[config.mk]
export PLATFORM = sky130hd
export DESIGN_NAME = scc_scale
export DESIGN_NICKNAME = d
export VERILOG_FILES = /design/src/rtl/core/scc_pkg.sv /design/src/rtl/core/scc_scale.sv
export SDC_FILE = /design/constraint.sdc
export NUM_CORES = 2
export LEC_CHECK = 0
export ABC_AREA = 0
export BUFFER_PORTS_ARGS = -buffer_cell sky130_fd_sc_hd__buf_2
export CAP_MARGIN = 10
export CORE_ASPECT_RATIO = 1.2
export CORE_MARGIN = 2
export CORE_UTILIZATION = 63
export CTS_BUF_LIST = sky130_fd_sc_hd__clkbuf_4 sky130_fd_sc_hd__clkbuf_8 sky130_fd_sc_hd__clkbuf_16
export CTS_CLUSTER_DIAMETER = 200
export DETAILED_ROUTE_END_ITERATION = 16
export PLACE_DENSITY = 0.93
export SYNTH_ARGS = -nofsm -noshare
export SYNTH_HDL_FRONTEND = slang
export SYNTH_SLANG_ARGS = --single-unit
[constraint.sdc]
create_clock -name clk -period 17.8 [get_ports clk]
set_input_delay 2.67 -clock clk [delete_from_list [all_inputs] [get_ports clk]]
set_output_delay 2.67 -clock clk [all_outputs]
set_load 0.005 [all_outputs]
[src/rtl/core/scc_pkg.sv]
`timescale 1ns / 1ps
// ----------------------------------------------------------------------------
// scc_pkg
// Shared constants, types and the arctangent table of the CFO estimator.
// ----------------------------------------------------------------------------
package scc_pkg;

  // Delays must be powers of two and FINE_DELAY a multiple of four.
  localparam int FINE_DELAY   = 64;
  localparam int MAX_ANTENNAS = 4;
  localparam int SAMPLE_BITS  = 16;
  localparam int CORDIC_STEPS = 16;

  localparam int COARSE_DELAY = FINE_DELAY / 4;
  localparam int ADDR_W       = $clog2(FINE_DELAY);
  localparam int POS_W        = 9;
  localparam int ACC_W        = 42;
  localparam int WIN_W        = 8;
  localparam int FS_W         = 27;
  localparam int ANT_W        = 2;
  localparam int CFO_W        = 23;
  localparam int CFG_IDX_W    = 1;

  localparam int PROD_W = 2 * SAMPLE_BITS;
  localparam int TERM_W = PROD_W + 1;
  localparam int LO_W   = ACC_W / 2;
  localparam int HI_W   = ACC_W - LO_W;
  localparam int SQ_W   = 2 * ACC_W;

  localparam int CW      = ACC_W + 4;
  localparam int ANG_W   = 34;
  localparam int SUMA_W  = ANG_W + 2;
  localparam int AMAG_W  = SUMA_W - 1;
  localparam int AM_LO   = AMAG_W / 2;
  localparam int N_W     = AMAG_W + FS_W;
  localparam int DEN_SHIFT = $clog2(FINE_DELAY) + 32;

  localparam int OUT_FIFO_DEPTH = 32;
  localparam int FPTR_W = $clog2(OUT_FIFO_DEPTH);
  localparam int FCNT_W = FPTR_W + 1;

  localparam logic [WIN_W-1:0] WIN_RESET = WIN_W'(64);
  localparam logic [FS_W-1:0]  FS_RESET  = FS_W'(20000000);
  localparam logic signed [ANG_W-1:0] HALF_TURN = ANG_W'(64'sh8000_0000);

  typedef enum logic [CFG_IDX_W-1:0] {
    CFG_WINDOW = 1'b0,
    CFG_FS     = 1'b1
  } cfg_idx_t;

  // Row snapshot at row end, also used for the block winner.
  typedef struct packed {
    logic                    valid;
    logic                    last_block;
    logic                    coarse;
    logic [ANT_W-1:0]        antenna;
    logic signed [ACC_W-1:0] s_re;
    logic signed [ACC_W-1:0] s_im;
    logic signed [ACC_W-1:0] l_re;
    logic signed [ACC_W-1:0] l_im;
  } row_t;

  typedef struct packed {
    logic                    valid;
    logic                    coarse;
    logic [ANT_W-1:0]        antenna;
    logic signed [ANG_W-1:0] a1;
    logic signed [ANG_W-1:0] a2;
  } ang_t;

  typedef struct packed {
    logic                    valid;
    logic signed [CFO_W-1:0] cfo;
    logic [ANT_W-1:0]        antenna;
  } res_t;

  // atan(2^-i) in units of 2^-32 turn
  function automatic logic signed [ANG_W-1:0] turn_atan(input int i);
    logic signed [ANG_W-1:0] r;
    case (i)
      0:  r = ANG_W'(536870912);
      1:  r = ANG_W'(316933406);
      2:  r = ANG_W'(167458907);
      3:  r = ANG_W'(85004756);
      4:  r = ANG_W'(42667331);
      5:  r = ANG_W'(21354465);
      6:  r = ANG_W'(10679838);
      7:  r = ANG_W'(5340245);
      8:  r = ANG_W'(2670163);
      9:  r = ANG_W'(1335087);
      10: r = ANG_W'(667544);
      11: r = ANG_W'(333772);
      12: r = ANG_W'(166886);
      13: r = ANG_W'(83443);
      14: r = ANG_W'(41722);
      15: r = ANG_W'(20861);
      16: r = ANG_W'(10430);
      17: r = ANG_W'(5215);
      18: r = ANG_W'(2608);
      19: r = ANG_W'(1304);
      20: r = ANG_W'(652);
      21: r = ANG_W'(326);
      22: r = ANG_W'(163);
      23: r = ANG_W'(81);
      default: r = '0;
    endcase
    return r;
  endfunction

endpackage

[src/rtl/core/scc_scale.sv]
`timescale 1ns / 1ps
// ----------------------------------------------------------------------------
// scc_scale
// Angle to hertz: combine angles, multiply by fs, round and saturate.
// ----------------------------------------------------------------------------
module scc_scale (
  input  logic                     clk,
  input  logic                     rst_n,
  input  scc_pkg::ang_t            ang_i,
  input  logic [scc_pkg::FS_W-1:0] fs,
  output scc_pkg::res_t            res_o
);

  localparam int SW   = scc_pkg::SUMA_W;
  localparam int MW   = scc_pkg::AMAG_W;
  localparam int LOW  = scc_pkg::AM_LO;
  localparam int PLW  = LOW + scc_pkg::FS_W;
  localparam int PHW  = MW - LOW + scc_pkg::FS_W;
  localparam int NW   = scc_pkg::N_W;
  localparam int RW   = NW + 1;
  localparam int QW   = RW - scc_pkg::DEN_SHIFT;
  localparam int CW   = scc_pkg::CFO_W;
  localparam logic [QW-1:0] LIM = QW'(1) << (CW - 1);

  logic signed [SW-1:0] a_sum;
  logic [MW-1:0]        a_mag;

  logic                      va_r, vb_r, nega_r, negb_r;
  logic [scc_pkg::ANT_W-1:0] anta_r, antb_r;
  logic [MW-1:0]             maga_r;
  logic [PLW-1:0]            plo_r;
  logic [PHW-1:0]            phi_r;

  logic [RW-1:0] rnd;
  logic [QW-1:0] q, qs, qp;
  scc_pkg::res_t res_r;

  // coarse: 2*A1 + A2 over the same denominator
  always_comb begin
    a_sum = ang_i.coarse ? (SW'(ang_i.a1) <<< 1) + SW'(ang_i.a2) : SW'(ang_i.a1);
    a_mag = a_sum[SW-1] ? MW'(-a_sum) : MW'(a_sum);
  end

  always_ff @(posedge clk) begin
    if (!rst_n) begin
      va_r  <= 1'b0;
      vb_r  <= 1'b0;
      res_r <= '0;
    end else begin
      va_r        <= ang_i.valid;
      vb_r        <= va_r;
      res_r.valid <= vb_r;
      // sign flip of the estimator
      res_r.cfo     <= negb_r ? CW'(qp) : CW'(-qs);
      res_r.antenna <= antb_r;
    end
  end

  always_ff @(posedge clk) begin
    nega_r <= a_sum[SW-1];
    anta_r <= ang_i.antenna;
    maga_r <= a_mag;
    negb_r <= nega_r;
    antb_r <= anta_r;
    plo_r  <= PLW'(maga_r[LOW-1:0]) * PLW'(fs);
    phi_r  <= PHW'(maga_r[MW-1:LOW]) * PHW'(fs);
  end

  // round half away from zero on the magnitude, then saturate
  always_comb begin
    rnd = (RW'(phi_r) << LOW) + RW'(plo_r) + (RW'(1) << (scc_pkg::DEN_SHIFT - 1));
    q   = rnd[RW-1:scc_pkg::DEN_SHIFT];
    qs  = (q > LIM) ? LIM : q;
    qp  = (qs == LIM) ? LIM - 1'b1 : qs;
  end

  assign res_o = res_r;

endmodule

==> flow_summary.json <==
{
  "r2r_slack_ns": 9.90,
  "drt_iter0_markers": 3087,
  "ant_nets": 0,
  "synthSimpleGateAreaFrac": 0.188,
  "drt-met1-wl_um": 34800,
  "ctsLongestPathBuffers": 2,
  "drt-pass1-iter-count": 7,
  "synth_edf_count": 0,
  "post_synth.cell_area_avg_um2": 8.56,
  "clock-sinks": 141,
  "ys_seq_elements": 141,
  "cp.arrival_ns": 10.15,
  "crit_top_cell": "fa_1",
  "crit_path_end_kind": "flop",
  "io_buffer_count": 126,
  "ctsHoldBuffers": 0,
  "wl_per_cell_um": 20.7,
  "synth.most_common_cell": "inv_1",
  "cts_tree": "built",
  "ctsRootBufferMaster": "clkbuf_16",
  "h-tree-depth": 4,
  "critPathMaxFanout": 35,
  "drive_gt1_frac": 0.0548,
  "synth_ff_type": "dfxtp_1",
  "hold_end": "antb_r[0]",
  "required_ns": 18.14,
  "grt_pass1_wl_um": 180000,
  "viasPerCell": 6.14,
  "seq_area_um2": 2820,
  "setup-violations-final": 0,
  "netlist_instances": 4514,
  "wl_met2_um": 52200,
  "setup_tns_ns": 0,
  "cp_slowest_stage_delay_ns": 0.62,
  "synth_cell_types": 95,
  "yosysTopAreaCellShare": 0.401,
  "fill_cells": 4277,
  "antenna_found_initial": 7,
  "tightest_slew_ns": 1.27,
  "synthArstFlopShare": 0,
  "top_layer_used": "met5",
  "timing.hold.ws_ns": 0.332,
  "fin_crit_ns": 9.80,
  "maxCapViolCount": 0,
  "rsz0062_at_grt": "false",
  "dp.cells": 5265,
  "crit_path_top_delay_cell": "buf_2",
  "gp_congestion": 0.935,
  "io_pins": 127,
  "ys_warn_count": 0,
  "layout.nets": 5674,
  "start_util": 0.636,
  "r2r_start": "maga_r[16]",
  "die_x_um": 230,
  "slew_violations": 0,
  "grt_overflow": 0,
  "start_kind": "primary input",
  "clock_latency_ns": 0.50,
  "status": "completed",
  "synth-xor-area-share": 0.0286,
  "final_cells": 5300,
  "syn-cell-area_um2": 38600,
  "core_um2": 60700,
  "cts_buffers": 17,
  "fmax_mhz": 102,
  "cts.reportedPaths.clkPinSlew_ns": 0.08,
  "globalRouteTotalUtil": 0.364,
  "hold_class": "flop to flop",
  "hold_start": "anta_r[0]",
  "path_class": "primary input to flop",
  "yosysSeqAreaShare": 0.0731,
  "holdPathStages": 0,
  "drc_errors": 0,
  "ff2ff_path_depth": 22,
  "synthAdderAreaFrac": 0.505,
  "grt_pass1_vias": 36100,
  "netlist_top_cells_count": "inv_1 (945), fa_1 (773), nand2_1 (664)",
  "rows": 99,
  "syn_nets": 5711,
  "synth_compound_gate_area_share": 0.0863,
  "post_cts_resize_count": 0,
  "synth_top_area_cell": "fa_1",
  "synthTopCellsByArea": "fa_1 (40%), ha_1 (10%), inv_1 (9.2%)",
  "finClkSkew_ns": 0.0213,
  "place_hpwl_um": 81100,
  "vias": 32500,
  "chipHeight_um": 275,
  "slew_headroom": 0.152,
  "postCtsSetupBuffers": 0,
  "multiInputGateArea_um2": 31400,
  "synth_top_family_by_area": "adder cells",
  "hold_viol": 0,
  "path_buf_inv": 6,
  "drt-total-wl_um": 110000,
  "area_growth_pct": 4.47,
  "wl_met3_um": 13100,
  "fin_crit_sh": 0.551,
  "rr_endpoint": "plo_r[40]",
  "die_area_um2": 63300,
  "critical_path.top_delay_family": "adder cells",
  "muxShareOfSynthArea": 0.00479,
  "grt_max_degree": 68
}
==> cells in the final DEF (no fill, tap or decap), drive strengths merged, types with 8 or more instances in the layout <==
cell type	netlist	routed
buf	12	166
a21o	41	41
a31oi	39	39
nor2	131	131
a2111oi	8	8
dfxtp	141	141
xnor2	92	92
or2	15	15
o211ai	17	17
o31ai	15	15
nand4	25	25
o21ai	95	95
a211o	8	8
a21oi	126	126
and2	407	407
nand3	46	46
nor2b	19	19
nor4	17	17
and3	25	25
xor2	34	34
mux2i	14	14
nand2	664	664
inv	945	953
o21a	27	27
clkbuf	210	17
a211oi	23	23
ha	323	323
fa	773	773
nor3	41	41
or3	23	23
nand2b	21	21
and4	11	11
o21bai	12	12
==> through the flow <==
stage	setup WS (ns)	util	area, µm²
after floorplan	8.98	-	38600
after global placement	8.23	0.654	39700
after detailed placement	7.76	0.654	39700
after CTS	8.22	0.664	40300
after global routing	7.59	0.665	40300
final	8.00	0.665	40300
==> final cells by class <==
| type | instances | area share |
|---|---|---|
| Inverter | 945 | 0.0879 |
| Clock buffer | 17 | 0.0105 |
| Multi-Input combinational cell | 3206 | 0.778 |
| Timing Repair Buffer | 166 | 0.0236 |
| Tap cell | 808 | 0.0251 |
| Clock inverter | 15 | 0.00490 |
| Sequential cell | 141 | 0.0700 |
| Antenna cell | 2 | 0.000124 |
==> per-layer routing <==
layer | global-route usage | vias to the layer above
li1 | - | 13800
met1 | 0.392 | 15600
met2 | 0.604 | 2330
met3 | 0.110 | 886
met4 | 0.282 | 4
met5 | 0.00595 | -
==> flip-flops by register name, summed over array words and instances, names as in the netlist <==
| register | count |
|---|---|
| anta_r | 2 |
| phi_r | 45 |
| vb_r | 1 |
| antb_r | 2 |
| negb_r | 1 |
| nega_r | 1 |
| res_o | 26 |
| maga_r | 35 |
| va_r | 1 |
| plo_r | 27 |
==> kinds of logic after synthesis <==
| logic type | Yosys count |
|---|---|
| AND/OR/NAND/NOR | 1474 |
| buffers and inverters | 1167 |
| adder cells (fa/ha/maj) | 1096 |
| AO/OA/AOI/OAI | 492 |
| flip-flops | 141 |
| XOR/XNOR | 126 |
| multiplexers | 18 |
==> worst max-delay path by stage <==
stage	startpoint	cells past startpoint	to	slack (ns)
2_1_floorplan	fs[24]	25	phi_r[43]	8.98
3_3_place_gp	fs[5]	21	phi_r[41]	8.23
3_5_place_dp	fs[7]	25	plo_r[40]	7.76
4_1_cts	fs[7]	25	plo_r[40]	8.22
5_1_grt	fs[7]	25	plo_r[40]	7.59
6_report	fs[7]	25	plo_r[40]	8.00
Power is left out: the tool's default activity adds up to more than one toggle a clock period on the data nets, which glitch-free logic cannot reach.
